[src/rtl/hash_chain_random_source_defines.svh]
// assertion macros used by hash_chain_random_source
`ifndef HASH_CHAIN_RANDOM_SOURCE_DEFINES_SVH
`define HASH_CHAIN_RANDOM_SOURCE_DEFINES_SVH

// same-cycle implication
`define HCRS_ASSERT_NOW(lbl, ante, cons) \
	lbl: assert property (@(posedge clk) disable iff (!arst_n) (ante) |-> (cons)) \
		else $error("hcrs assertion failed");

// next-cycle implication
`define HCRS_ASSERT_NEXT(lbl, ante, cons) \
	lbl: assert property (@(posedge clk) disable iff (!arst_n) (ante) |=> (cons)) \
		else $error("hcrs assertion failed");

`endif

[src/rtl/hcrs_pkg.sv]
`timescale 1ns / 1ps
package hcrs_pkg;

	localparam int SeedBytes = 32;
	localparam int SeedBits  = 256;

	typedef enum logic [2:0] {
		FUNC_BYTE  = 3'd0,
		FUNC_BOOL  = 3'd1,
		FUNC_U16   = 3'd2,
		FUNC_U32   = 3'd3,
		FUNC_U64   = 3'd4,
		FUNC_BELOW = 3'd5,
		FUNC_ROLL  = 3'd6,
		FUNC_NONE  = 3'd7
	} func_t;

	typedef enum logic [1:0] {
		ERR_OK         = 2'd0,
		ERR_NOT_SEEDED = 2'd1,
		ERR_ZERO_BOUND = 2'd2,
		ERR_RSVD       = 2'd3
	} err_t;

	typedef enum logic [1:0] {
		REG_SEED0 = 2'd0,
		REG_SEED1 = 2'd1,
		REG_SEED2 = 2'd2,
		REG_SEED3 = 2'd3
	} reg_idx_t;

	function automatic logic [31:0] rotr(input logic [31:0] x, input int n);
		rotr = (x >> n) | (x << (32 - n));
	endfunction

	function automatic logic [31:0] bsig0(input logic [31:0] x);
		bsig0 = rotr(x, 2) ^ rotr(x, 13) ^ rotr(x, 22);
	endfunction

	function automatic logic [31:0] bsig1(input logic [31:0] x);
		bsig1 = rotr(x, 6) ^ rotr(x, 11) ^ rotr(x, 25);
	endfunction

	function automatic logic [31:0] ssig0(input logic [31:0] x);
		ssig0 = rotr(x, 7) ^ rotr(x, 18) ^ (x >> 3);
	endfunction

	function automatic logic [31:0] ssig1(input logic [31:0] x);
		ssig1 = rotr(x, 17) ^ rotr(x, 19) ^ (x >> 10);
	endfunction

	function automatic logic [31:0] sha_h0(input logic [2:0] i);
		logic [31:0] r;
		case (i)
			3'd0: r = 32'h6a09e667;
			3'd1: r = 32'hbb67ae85;
			3'd2: r = 32'h3c6ef372;
			3'd3: r = 32'ha54ff53a;
			3'd4: r = 32'h510e527f;
			3'd5: r = 32'h9b05688c;
			3'd6: r = 32'h1f83d9ab;
			default: r = 32'h5be0cd19;
		endcase
		return r;
	endfunction

	function automatic logic [31:0] sha_k(input logic [5:0] i);
		logic [31:0] r;
		case (i)
			6'd0: r = 32'h428a2f98; 6'd1: r = 32'h71374491; 6'd2: r = 32'hb5c0fbcf;
			6'd3: r = 32'he9b5dba5; 6'd4: r = 32'h3956c25b; 6'd5: r = 32'h59f111f1;
			6'd6: r = 32'h923f82a4; 6'd7: r = 32'hab1c5ed5; 6'd8: r = 32'hd807aa98;
			6'd9: r = 32'h12835b01; 6'd10: r = 32'h243185be; 6'd11: r = 32'h550c7dc3;
			6'd12: r = 32'h72be5d74; 6'd13: r = 32'h80deb1fe; 6'd14: r = 32'h9bdc06a7;
			6'd15: r = 32'hc19bf174; 6'd16: r = 32'he49b69c1; 6'd17: r = 32'hefbe4786;
			6'd18: r = 32'h0fc19dc6; 6'd19: r = 32'h240ca1cc; 6'd20: r = 32'h2de92c6f;
			6'd21: r = 32'h4a7484aa; 6'd22: r = 32'h5cb0a9dc; 6'd23: r = 32'h76f988da;
			6'd24: r = 32'h983e5152; 6'd25: r = 32'ha831c66d; 6'd26: r = 32'hb00327c8;
			6'd27: r = 32'hbf597fc7; 6'd28: r = 32'hc6e00bf3; 6'd29: r = 32'hd5a79147;
			6'd30: r = 32'h06ca6351; 6'd31: r = 32'h14292967; 6'd32: r = 32'h27b70a85;
			6'd33: r = 32'h2e1b2138; 6'd34: r = 32'h4d2c6dfc; 6'd35: r = 32'h53380d13;
			6'd36: r = 32'h650a7354; 6'd37: r = 32'h766a0abb; 6'd38: r = 32'h81c2c92e;
			6'd39: r = 32'h92722c85; 6'd40: r = 32'ha2bfe8a1; 6'd41: r = 32'ha81a664b;
			6'd42: r = 32'hc24b8b70; 6'd43: r = 32'hc76c51a3; 6'd44: r = 32'hd192e819;
			6'd45: r = 32'hd6990624; 6'd46: r = 32'hf40e3585; 6'd47: r = 32'h106aa070;
			6'd48: r = 32'h19a4c116; 6'd49: r = 32'h1e376c08; 6'd50: r = 32'h2748774c;
			6'd51: r = 32'h34b0bcb5; 6'd52: r = 32'h391c0cb3; 6'd53: r = 32'h4ed8aa4a;
			6'd54: r = 32'h5b9cca4f; 6'd55: r = 32'h682e6ff3; 6'd56: r = 32'h748f82ee;
			6'd57: r = 32'h78a5636f; 6'd58: r = 32'h84c87814; 6'd59: r = 32'h8cc70208;
			6'd60: r = 32'h90befffa; 6'd61: r = 32'ha4506ceb; 6'd62: r = 32'hbef9a3f7;
			default: r = 32'hc67178f2;
		endcase
		return r;
	endfunction

endpackage

[src/rtl/hcrs_if.sv]
`timescale 1ns / 1ps
interface hcrs_req_if;
	logic        valid;
	logic        ready;
	logic [2:0]  func;
	logic [31:0] bound;
	logic [31:0] numer;

	modport source (output valid, func, bound, numer, input ready);
	modport sink (input valid, func, bound, numer, output ready);
endinterface

interface hcrs_rsp_if;
	logic        valid;
	logic        ready;
	logic [63:0] value;
	logic [1:0]  error;

	modport source (output valid, value, error, input ready);
	modport sink (input valid, value, error, output ready);
endinterface

[src/rtl/hcrs_sha_core.sv]
`timescale 1ns / 1ps
module hcrs_sha_core
	import hcrs_pkg::*;
(
	input  logic         clk,
	input  logic         arst_n,
	input  logic         start,
	input  logic [255:0] block,
	output logic         done,
	output logic [255:0] digest
);

	logic [31:0] st_q [8];
	logic [31:0] w_q [16];
	logic [5:0]  rnd_q;
	logic        busy_q;
	logic        fin_q;
	logic [31:0] t1, t2, w_new;

	assign t1 = st_q[7] + bsig1(st_q[4]) + ((st_q[4] & st_q[5]) ^ (~st_q[4] & st_q[6]))
		+ sha_k(rnd_q) + w_q[0];
	assign t2 = bsig0(st_q[0])
		+ ((st_q[0] & st_q[1]) ^ (st_q[0] & st_q[2]) ^ (st_q[1] & st_q[2]));
	assign w_new = w_q[0] + ssig0(w_q[1]) + w_q[9] + ssig1(w_q[14]);

	always_ff @(posedge clk or negedge arst_n) begin
		if (!arst_n) begin
			busy_q <= 1'b0;
			fin_q  <= 1'b0;
			rnd_q  <= '0;
		end else begin
			fin_q <= 1'b0;
			if (start) begin
				busy_q <= 1'b1;
				rnd_q  <= '0;
			end else if (busy_q) begin
				rnd_q <= rnd_q + 6'd1;
				if (rnd_q == 6'd63) begin
					busy_q <= 1'b0;
					fin_q  <= 1'b1;
				end
			end
		end
	end

	always_ff @(posedge clk) begin
		if (start) begin
			for (int i = 0; i < 8; i++) begin
				st_q[i] <= sha_h0(3'(i));
				w_q[i]  <= block[255 - 32 * i -: 32];
			end
			w_q[8] <= 32'h80000000;
			for (int i = 9; i < 15; i++) begin
				w_q[i] <= '0;
			end
			w_q[15] <= 32'd256;
		end else if (busy_q) begin
			for (int i = 1; i < 8; i++) begin
				st_q[i] <= st_q[i-1];
			end
			st_q[4] <= st_q[3] + t1;
			st_q[0] <= t1 + t2;
			for (int i = 0; i < 15; i++) begin
				w_q[i] <= w_q[i+1];
			end
			w_q[15] <= w_new;
		end
	end

	always_comb begin
		for (int i = 0; i < 8; i++) begin
			digest[255 - 32 * i -: 32] = st_q[i] + sha_h0(3'(i));
		end
	end

	assign done = fin_q;

endmodule

[src/rtl/hcrs_divider.sv]
`timescale 1ns / 1ps
module hcrs_divider
	import hcrs_pkg::*;
(
	input  logic        clk,
	input  logic        arst_n,
	input  logic        start,
	input  logic [63:0] dividend,
	input  logic [31:0] divisor,
	output logic        done,
	output logic [31:0] rem
);

	logic [63:0] num_q;
	logic [31:0] rem_q;
	logic [31:0] div_q;
	logic [5:0]  cnt_q;
	logic        busy_q;
	logic        done_q;
	logic [32:0] trial;
	logic [32:0] diff;

	assign trial = {rem_q, num_q[63]};
	assign diff  = trial - {1'b0, div_q};

	always_ff @(posedge clk or negedge arst_n) begin
		if (!arst_n) begin
			busy_q <= 1'b0;
			done_q <= 1'b0;
			cnt_q  <= '0;
		end else begin
			done_q <= 1'b0;
			if (start) begin
				busy_q <= 1'b1;
				cnt_q  <= '0;
			end else if (busy_q) begin
				cnt_q <= cnt_q + 6'd1;
				if (cnt_q == 6'd63) begin
					busy_q <= 1'b0;
					done_q <= 1'b1;
				end
			end
		end
	end

	always_ff @(posedge clk) begin
		if (start) begin
			num_q <= dividend;
			div_q <= divisor;
			rem_q <= '0;
		end else if (busy_q) begin
			num_q <= {num_q[62:0], 1'b0};
			rem_q <= (trial >= {1'b0, div_q}) ? diff[31:0] : trial[31:0];
		end
	end

	assign done = done_q;
	assign rem  = rem_q;

endmodule

[src/rtl/hash_chain_random_source.sv]
`timescale 1ns / 1ps
// channel | role   | payload
// req     | sink   | func, bound, numer
// rsp     | source | value, error
// cfg     | write  | cfg_we, cfg_index, cfg_wdata
// one byte drawn per cycle from the seed register, except while the seed is rehashed
// the seed is rehashed on the round unit once every 32 bytes
// below-bound and roll requests add two passes of the bit-serial divider
// plus a fresh 8-byte draw per rejected draw
// reset clears the seed and index; req is not ready until the response beat is taken
`include "hash_chain_random_source_defines.svh"
module hash_chain_random_source
	import hcrs_pkg::*;
(
	input  logic        clk,
	input  logic        arst_n,
	hcrs_req_if.sink    req,
	hcrs_rsp_if.source  rsp,
	input  logic        cfg_we,
	input  logic [1:0]  cfg_index,
	input  logic [63:0] cfg_wdata
);

	typedef enum logic [5:0] {
		S_IDLE = 6'b000001,
		S_DRAW = 6'b000010,
		S_HASH = 6'b000100,
		S_DIVM = 6'b001000,
		S_DIVX = 6'b010000,
		S_RESP = 6'b100000
	} state_t;

	state_t       state_q;
	logic [63:0]  sw_q [4];
	logic [255:0] seed_q;
	logic [5:0]   idx_q;
	logic [3:0]   left_q;
	logic [63:0]  acc_q;
	logic [63:0]  m_q;
	func_t        func_q;
	logic [31:0]  bound_q;
	logic [31:0]  numer_q;
	logic [63:0]  value_q;
	logic [1:0]   error_q;
	logic [7:0]   seed_byte;
	logic [63:0]  acc_next;
	logic         sha_start, sha_done;
	logic [255:0] digest;
	logic         div_start, div_done;
	logic [63:0]  div_num;
	logic [31:0]  div_rem;
	logic         accept;
	func_t        req_func;

	assign req_func  = func_t'(req.func);
	assign accept    = req.valid && req.ready;
	assign seed_byte = seed_q[8'(8'd255 - {idx_q[4:0], 3'b000}) -: 8];
	assign acc_next  = {acc_q[55:0], seed_byte};

	assign sha_start = (state_q == S_DRAW) && (idx_q == 6'(SeedBytes));
	assign div_start = (accept && (req_func == FUNC_BELOW || req_func == FUNC_ROLL)
		&& req.bound != 32'd0 && seed_q != '0)
		|| (state_q == S_DRAW && idx_q != 6'(SeedBytes) && left_q == 4'd1
		&& (func_q == FUNC_BELOW || func_q == FUNC_ROLL) && acc_next < m_q);
	assign div_num = accept ? 64'hffff_ffff_ffff_ffff : acc_next;

	hcrs_sha_core u_sha (
		.clk    (clk),
		.arst_n (arst_n),
		.start  (sha_start),
		.block  (seed_q),
		.done   (sha_done),
		.digest (digest)
	);

	hcrs_divider u_div (
		.clk      (clk),
		.arst_n   (arst_n),
		.start    (div_start),
		.dividend (div_num),
		.divisor  (accept ? req.bound : bound_q),
		.done     (div_done),
		.rem      (div_rem)
	);

	assign req.ready = (state_q == S_IDLE);
	assign rsp.valid = (state_q == S_RESP);
	assign rsp.value = value_q;
	assign rsp.error = error_q;

	always_ff @(posedge clk or negedge arst_n) begin
		if (!arst_n) begin
			state_q <= S_IDLE;
			for (int i = 0; i < 4; i++) begin
				sw_q[i] <= '0;
			end
			seed_q <= '0;
			idx_q  <= '0;
			left_q <= '0;
		end else begin
			if (cfg_we) begin
				sw_q[cfg_index] <= cfg_wdata;
				for (int i = 0; i < 4; i++) begin
					seed_q[255 - 64 * i -: 64] <= (cfg_index == 2'(i)) ? cfg_wdata : sw_q[i];
				end
				idx_q <= '0;
			end
			unique case (state_q)
				S_IDLE: begin
					if (accept) begin
						if ((req_func == FUNC_BELOW || req_func == FUNC_ROLL)
							&& req.bound == 32'd0) begin
							state_q <= S_RESP;
						end else if (req_func == FUNC_NONE || seed_q == '0) begin
							state_q <= S_RESP;
						end else if (req_func == FUNC_BELOW || req_func == FUNC_ROLL) begin
							state_q <= S_DIVM;
						end else begin
							state_q <= S_DRAW;
							case (req_func)
								FUNC_BYTE, FUNC_BOOL: left_q <= 4'd1;
								FUNC_U16: left_q <= 4'd2;
								FUNC_U32: left_q <= 4'd4;
								default: left_q <= 4'd8;
							endcase
						end
					end
				end
				S_DRAW: begin
					if (idx_q == 6'(SeedBytes)) begin
						state_q <= S_HASH;
					end else begin
						idx_q  <= idx_q + 6'd1;
						left_q <= left_q - 4'd1;
						if (left_q == 4'd1) begin
							if (func_q == FUNC_BELOW || func_q == FUNC_ROLL) begin
								if (acc_next < m_q) begin
									state_q <= S_DIVX;
								end else begin
									left_q <= 4'd8;
								end
							end else begin
								state_q <= S_RESP;
							end
						end
					end
				end
				S_HASH: begin
					if (sha_done) begin
						seed_q  <= digest;
						idx_q   <= '0;
						state_q <= S_DRAW;
					end
				end
				S_DIVM: begin
					if (div_done) begin
						left_q  <= 4'd8;
						state_q <= S_DRAW;
					end
				end
				S_DIVX: begin
					if (div_done) begin
						state_q <= S_RESP;
					end
				end
				S_RESP: begin
					if (rsp.ready) begin
						state_q <= S_IDLE;
					end
				end
				default: state_q <= S_IDLE;
			endcase
		end
	end

	always_ff @(posedge clk) begin
		if (accept) begin
			func_q  <= req_func;
			bound_q <= req.bound;
			numer_q <= req.numer;
			acc_q   <= '0;
			value_q <= '0;
			if ((req_func == FUNC_BELOW || req_func == FUNC_ROLL) && req.bound == 32'd0) begin
				error_q <= ERR_ZERO_BOUND;
			end else if (req_func != FUNC_NONE && seed_q == '0) begin
				error_q <= ERR_NOT_SEEDED;
			end else begin
				error_q <= ERR_OK;
			end
		end
		if (state_q == S_DRAW && idx_q != 6'(SeedBytes)) begin
			acc_q <= (left_q == 4'd1) ? '0 : acc_next;
			if (left_q == 4'd1) begin
				value_q <= (func_q == FUNC_BOOL) ? {63'd0, acc_next[0]} : acc_next;
			end
		end
		if (state_q == S_DIVM && div_done) begin
			m_q <= 64'hffff_ffff_ffff_ffff - {32'd0, div_rem};
		end
		if (state_q == S_DIVX && div_done) begin
			value_q <= (func_q == FUNC_ROLL) ? {63'd0, (div_rem < numer_q)} : {32'd0, div_rem};
		end
	end

	`HCRS_ASSERT_NOW(a_rsp_blocks_req, rsp.valid, !req.ready)
	`HCRS_ASSERT_NOW(a_idx_range, 1'b1, idx_q <= 6'(SeedBytes))
	`HCRS_ASSERT_NOW(a_sha_done_in_hash, sha_done, state_q == S_HASH)
	`HCRS_ASSERT_NEXT(a_hash_starts, sha_start, state_q == S_HASH)

endmodule
[src/flat_wrapper.sv]
// flat-port wrapper written by rule: the top's interface ports become plain ports
module hash_chain_random_source_flat import hcrs_pkg::*;
  (clk, arst_n, cfg_we, cfg_index, cfg_wdata, req_valid, req_func, req_bound, req_numer, req_ready, rsp_valid, rsp_value, rsp_error, rsp_ready);
  hcrs_req_if req_i ();
  hcrs_rsp_if rsp_i ();
  input  logic clk;
  input  logic arst_n;
  input  logic cfg_we;
  input  logic [1:0] cfg_index;
  input  logic [63:0] cfg_wdata;
  input wire logic [$bits(req_i.valid)-1:0] req_valid;
  input wire logic [$bits(req_i.func)-1:0] req_func;
  input wire logic [$bits(req_i.bound)-1:0] req_bound;
  input wire logic [$bits(req_i.numer)-1:0] req_numer;
  output wire logic [$bits(req_i.ready)-1:0] req_ready;
  output wire logic [$bits(rsp_i.valid)-1:0] rsp_valid;
  output wire logic [$bits(rsp_i.value)-1:0] rsp_value;
  output wire logic [$bits(rsp_i.error)-1:0] rsp_error;
  input wire logic [$bits(rsp_i.ready)-1:0] rsp_ready;
  assign req_i.valid = req_valid;
  assign req_i.func = req_func;
  assign req_i.bound = req_bound;
  assign req_i.numer = req_numer;
  assign req_ready = req_i.ready;
  assign rsp_valid = rsp_i.valid;
  assign rsp_value = rsp_i.value;
  assign rsp_error = rsp_i.error;
  assign rsp_i.ready = rsp_ready;
  hash_chain_random_source u_core (.clk(clk), .arst_n(arst_n), .req(req_i), .rsp(rsp_i), .cfg_we(cfg_we), .cfg_index(cfg_index), .cfg_wdata(cfg_wdata));
endmodule
[config.mk]
export PLATFORM = sky130hd
export DESIGN_NAME = hash_chain_random_source_flat
export DESIGN_NICKNAME = d
export VERILOG_FILES = /design/src/rtl/hcrs_pkg.sv /design/src/rtl/hcrs_if.sv /design/src/rtl/hcrs_sha_core.sv /design/src/rtl/hcrs_divider.sv /design/src/rtl/hash_chain_random_source.sv /design/src/flat_wrapper.sv
export VERILOG_INCLUDE_DIRS = /design/src /design/src/rtl
export SDC_FILE = /design/constraint.sdc
export NUM_CORES = 2
export LEC_CHECK = 0
export BUFFER_PORTS_ARGS = -buffer_cell sky130_fd_sc_hd__buf_2
export CAP_MARGIN = 20
export CORE_MARGIN = 3
export CORE_UTILIZATION = 40
export CTS_BUF_LIST = sky130_fd_sc_hd__clkbuf_8
export CTS_CLUSTER_DIAMETER = 100
export DETAILED_ROUTE_END_ITERATION = 12
export GPL_TIMING_DRIVEN = 0
export PLACE_DENSITY = 0.62
export SLEW_MARGIN = 30
export SYNTH_ARGS = -nofsm -noshare
export SYNTH_HDL_FRONTEND = slang
export SYNTH_HIERARCHICAL = 1
export SYNTH_SLANG_ARGS = --single-unit
[constraint.sdc]
create_clock -name clk -period 20.1 [get_ports clk]
set_input_delay 4.02 -clock clk [delete_from_list [all_inputs] [get_ports clk]]
set_output_delay 4.02 -clock clk [all_outputs]
set_load 0.1 [all_outputs]
After elaboration in Yosys (flattened, before gate mapping)

Memories as Yosys holds them, arrays and structs flattened.
Index checks and enable logic that the tools add are counted.

Multiplexer cells: 107
Bitwise operators: 53
$add $sub $neg: 25
Shifts and indexed selects: 1
Magnitude comparators: 5
Reductions and logical operators: 31
Equality and inequality tests: 35

Operators with widths:

| kind                                                                 | count |
|---|---|
| 32-bit two-way mux                                                   | 36 |
| 64-bit two-way mux                                                   | 13 |
| 256-bit two-way mux                                                  | 3 |
| 32-bit adder                                                         | 10 |
| 32-bit bitwise XOR                                                   | 9 |
| 263-bit by 9-bit indexed part select with 8-bit output               | 1 |
| 256-bit bitwise mux                                                  | 1 |
| 256-bit logical NOT                                                  | 1 |
| 256-bit nonzero test                                                 | 1 |
| 56-bit two-way mux                                                   | 3 |
| 32-bit AND                                                           | 5 |
| 64-bit demux with 2-bit select                                       | 1 |
| 6-bit two-way mux                                                    | 18 |
| 32-bit by 31-bit adder with 32-bit output (second input constant)    | 3 |
| 32-bit adder (second input constant)                                 | 3 |
| 64-bit < comparator                                                  | 1 |
| 4-bit two-way mux                                                    | 10 |
| 6-bit one-hot mux with 6 select lines                                | 1 |
| 1-bit by 33-bit subtractor with 34-bit output (first input constant) | 1 |
| 33-bit by 32-bit greater-or-equal comparator with 1-bit output       | 1 |
| 32-bit by 29-bit adder with 32-bit output (second input constant)    | 1 |
| 32-bit by 30-bit adder with 32-bit output (second input constant)    | 1 |
| 32-bit logical NOT                                                   | 1 |
| 32-bit < comparator                                                  | 1 |
| 51 further kinds                                                     | 131 |

Memories: 3
Register bits after elaboration: 925
Input bits: 138
Logic and storage cells: 284
Memory bits (read-only): 2048
Bits in writable memories: 768

Memories:

| name              | words | bits a word | rd ports | clocked after memory_dff | write ports | line                | source |
|---|---|---|---|---|---|---|---|
| (no name shown)   | 64    | 32          | 1        | 0                        | 0           | hcrs_pkg.sv:69      | `case (i)` |
| u_core.u_sha.w_q  | 16    | 32          | 16       | 0                        | 16          | hcrs_sha_core.sv:14 | `logic [31:0] w_q [16];` |
| u_core.u_sha.st_q | 8     | 32          | 8        | 0                        | 8           | hcrs_sha_core.sv:13 | `logic [31:0] st_q [8];` |

Logic depth before layout (Yosys ltp)

An unclocked memory read counts as a cell.

Depth in word-level cells: 10
Depth in mapped cells: 38
Gate-level depth less buffers: 37

Cells and area by module

The synthesis kept the hierarchy.

By module, submodules not included:

| module                   | instances | sequential area each (µm²) | cells an instance | area an instance (µm²) |
|---|---|---|---|---|
| hcrs_sha_core            | 1         | 22621.7                    | 4970              | 49984.2 |
| hash_chain_random_source | 1         | 18889.4                    | 3620              | 37116.8 |
| hcrs_divider             | 1         | 3723.6                     | 663               | 7359.6 |

Least setup slack after synthesis

Ideal clock, no wire load.

Path type: register -> register
Start point: reg u_core.idx_q[0]
End point: mem u_core.u_sha.st_q[0][0], enable pin
Clock period less this slack: 10.782 ns
Arrival: 9.999 ns
Setup slack: 9.318 ns
Buffers on the path: 3
Data required time: 19.317 ns
Stages on the path, launching flop included: 10
Path through: dfrtp_1 buf_2 inv_1 ha_1 and4b_1 nand2_1 inv_1 clkbuf_1 clkbuf_1 or2_2

RTL lines:

| element                  | line                            | source |
|---|---|---|
| start: declaration       | hash_chain_random_source.sv:36  | `logic [5:0] idx_q;` |
| start signal: assignment | hash_chain_random_source.sv:133 | `idx_q <= idx_q + 6'd1;` |
| end: declaration         | hcrs_sha_core.sv:13             |  |

==> run metrics <==
run status=finished clean; wire per inst=32.3 um; CTS buffer count=319; CP Class=reg -> reg; clk buf depth=4; Die H=492 um; first-pass GRT wire length=582000 um; Routed met3 length=36500 um; R2R depth=34; synthesized area=94500 sq um; crit path max fanout=13; Netlist cell types=109; asr flop ratio synth=32.8%; max incr delay on CP=0.74 ns; dpl ws=8.84 ns; design area=106000 sq um; DP Wirelength=337000 um; Area Overhead vs Synth=12.7%; Top delay family on crit path=compound AO/OA/AOI/OAI gates; EDFF count, synth=925; Hold Path Stages=1; Worst Hold Class=reg -> reg; register bit total from synthesis=1661; Max-cap violations=0; commonest non-fill, non-tap cell in the layout=nand2_1; Setup TNS=0 ns; Slew Limit Fails=0; r2r endpoint=u_core/u_sha/st_q[0][30]; RSZ-0062 raised after global routing=false; main flop type after synthesis=edfxtp_1; FMAX=86.2 MHz; postcts setup bufs=0; CTS tree=built; final hold slack=0.471 ns; Synth Warn #=6; Worst Hold Path EP=u_core/bound_q[30]; Yosys top cell area share=29.4%; total grt overflow=0; Syn Inst Count=9253; fin worst setup slack=8.50 ns; layout cells sized above 1=12.9%; final-report hold violation count=0; CTS root buf=clkbuf_8; setup violators final=0; initial antenna violation count=34; GP Congestion=1.04; CP endpoint kind=flop; Avg Inst Size Synth=10.2 sq um; M1 WL=167000 um; Arr. time, crit path=12.39 ns; H-Tree Depth=5; area of the core=234000 sq um; Startpoint Class=flop; required time worst endpoint=20.89 ns; sequential share of the synthesized area=47.9%; Max transition margin=27.7%; FF-to-FF setup slack=8.50 ns; Pre-antenna DRT Iters=6; initial drt markers=9322; critical path's slowest cell=dfrtp_1; syn_nets=9829; Tightest Pin Transition=1.08 ns; min Tclk post-route=11.60 ns; PostCTS Resize Cnt=0; vias per inst=5.85; fin nets=10400; Clock Skew=0.103 ns; routed vias=77300; period utilisation layout=57.7%; initial core utilization=40.4%; Met2 Wirelength=187000 um; Synth area leaders=edfxtp_1, dfrtp_1, nand2_1, mux2_2, o21ai_0; most frequent cells in the layout=nand2_1, edfxtp_1, o21ai_0; r2r startpoint=u_core/u_sha/rnd_q[1]; die area=242000 sq um; DR top layer=met5; largest net degree at the start of global routing=80; post-route ant nets=0; I/O Buffers=202; chip width=492 um; Routed WL=426000 um; TritonCTS Sinks=1661; Post-CTS Hold Fix Bufs=0; hold_sp=u_core/bound_q[30]; DRC Markers=0; Clk Latency, worst-skew pair=1.09 ns; Yosys top cell by area=edfxtp_1; via count of the first global-routing pass=74400; GRT Resource Usage Total=34.4%; CP Buf/Inv Count=4; Area after DPL=100000 sq um; num ports=206; register clock-pin slew on the reported worst setup and hold paths=0.06 ns; site row count=177
cell type report:
cell class | count | area (sq um)
fillers | 22200 | 127000
multi-input cells | 6609 | 45500
flip-flops and latches | 1661 | 45200
clock buffers | 354 | 4870
well taps | 3132 | 3920
plain buffers | 565 | 2300
repair buffers | 234 | 1800
inverters | 418 | 1570
clock inverters | 207 | 1170
diodes | 35 | 87.6
logic make-up (layout without fill, tap and decap cells):
logic type	Yosys count	in the layout	synth area share, %
buffers and inverters	983	1778	4.05
xor gates and xnor gates	611	611	5.67
DFF	1661	1661	47.9
and+or+nand+nor	3234	3234	15.7
adders and majority gates	442	442	7.34
other	0	35	0
muxes	684	684	8.84
AOI/OAI and AO/OA	1638	1638	10.5
per-stage QoR:
step,utilization (%),std cells
finish,45.5,13200
global route,45.5,13200
CTS,45.5,13200
global placement,42.5,12600
floorplan,-,9253
detailed placement,42.9,12600
worst reg2reg max path: cells and delay by family, from the launching register on:
family                   cells  cell delay [ns]
adder cells (fa/ha/maj)      6             2.62
buffers and inverters        4             1.42
flip-flops                   1             0.74
AO/OA/AOI/OAI               12             3.41
AND/OR/NAND/NOR             11             2.60
XOR/XNOR                     1             0.52
worst max-delay path by stage:
| stage | slack [ns] | endpoint | from | cells after the start |
|---|---|---|---|---|
| after detailed placement | 8.84 | u_core/u_sha/st_q[0][30] | u_core/u_sha/rnd_q[1] | 34 |
| after CTS | 8.78 | u_core/u_sha/st_q[0][30] | u_core/u_sha/rnd_q[1] | 34 |
| final | 8.50 | u_core/u_sha/st_q[0][30] | u_core/u_sha/rnd_q[1] | 34 |
| after global placement | 3.04 | u_core/u_div/cnt_q[4] | arst_n | 1 |
| after global routing | 8.32 | u_core/u_sha/st_q[0][30] | u_core/u_sha/rnd_q[1] | 34 |
| after floorplan | 9.32 | u_core/u_sha/st_q[0][0] | u_core/idx_q[0] | 9 |
Yosys cell counts, drive strengths merged (67+ instances only):
library cell	instances
a21o	124
clkbuf	448
nand2	1653
mux2	378
mux4	82
xor2	198
nand3	274
edfxtp	925
ha	250
o21ai	819
dfxtp	192
nand2b	180
buf	117
and3	79
a21oi	260
nor2b	190
fa	188
nor2	388
and2	138
mux2i	224
inv	415
xnor2	413
nor4	101
nor3	67
nand4	75
dfrtp	543
state kept, by name (all words and copies together), names as in the netlist, 56 cells and up:
register	count
u_core/u_sha/w_q	512
u_core/seed_q	256
u_core/sw_q	256
u_core/u_sha/st_q	256
u_core/rsp.value	64
u_core/u_div/num_q	64
u_core/acc_q	56
layer usage:
layer	global-route usage (%)	vias up
met2	52.1	4307
met3	7.18	1027
li1	-	33400
met5	0	-
met4	24.9	6
met1	43.6	38500
Power is left out: the tool's default activity adds up to more than one toggle a clock period on the data nets, which glitch-free logic cannot reach.
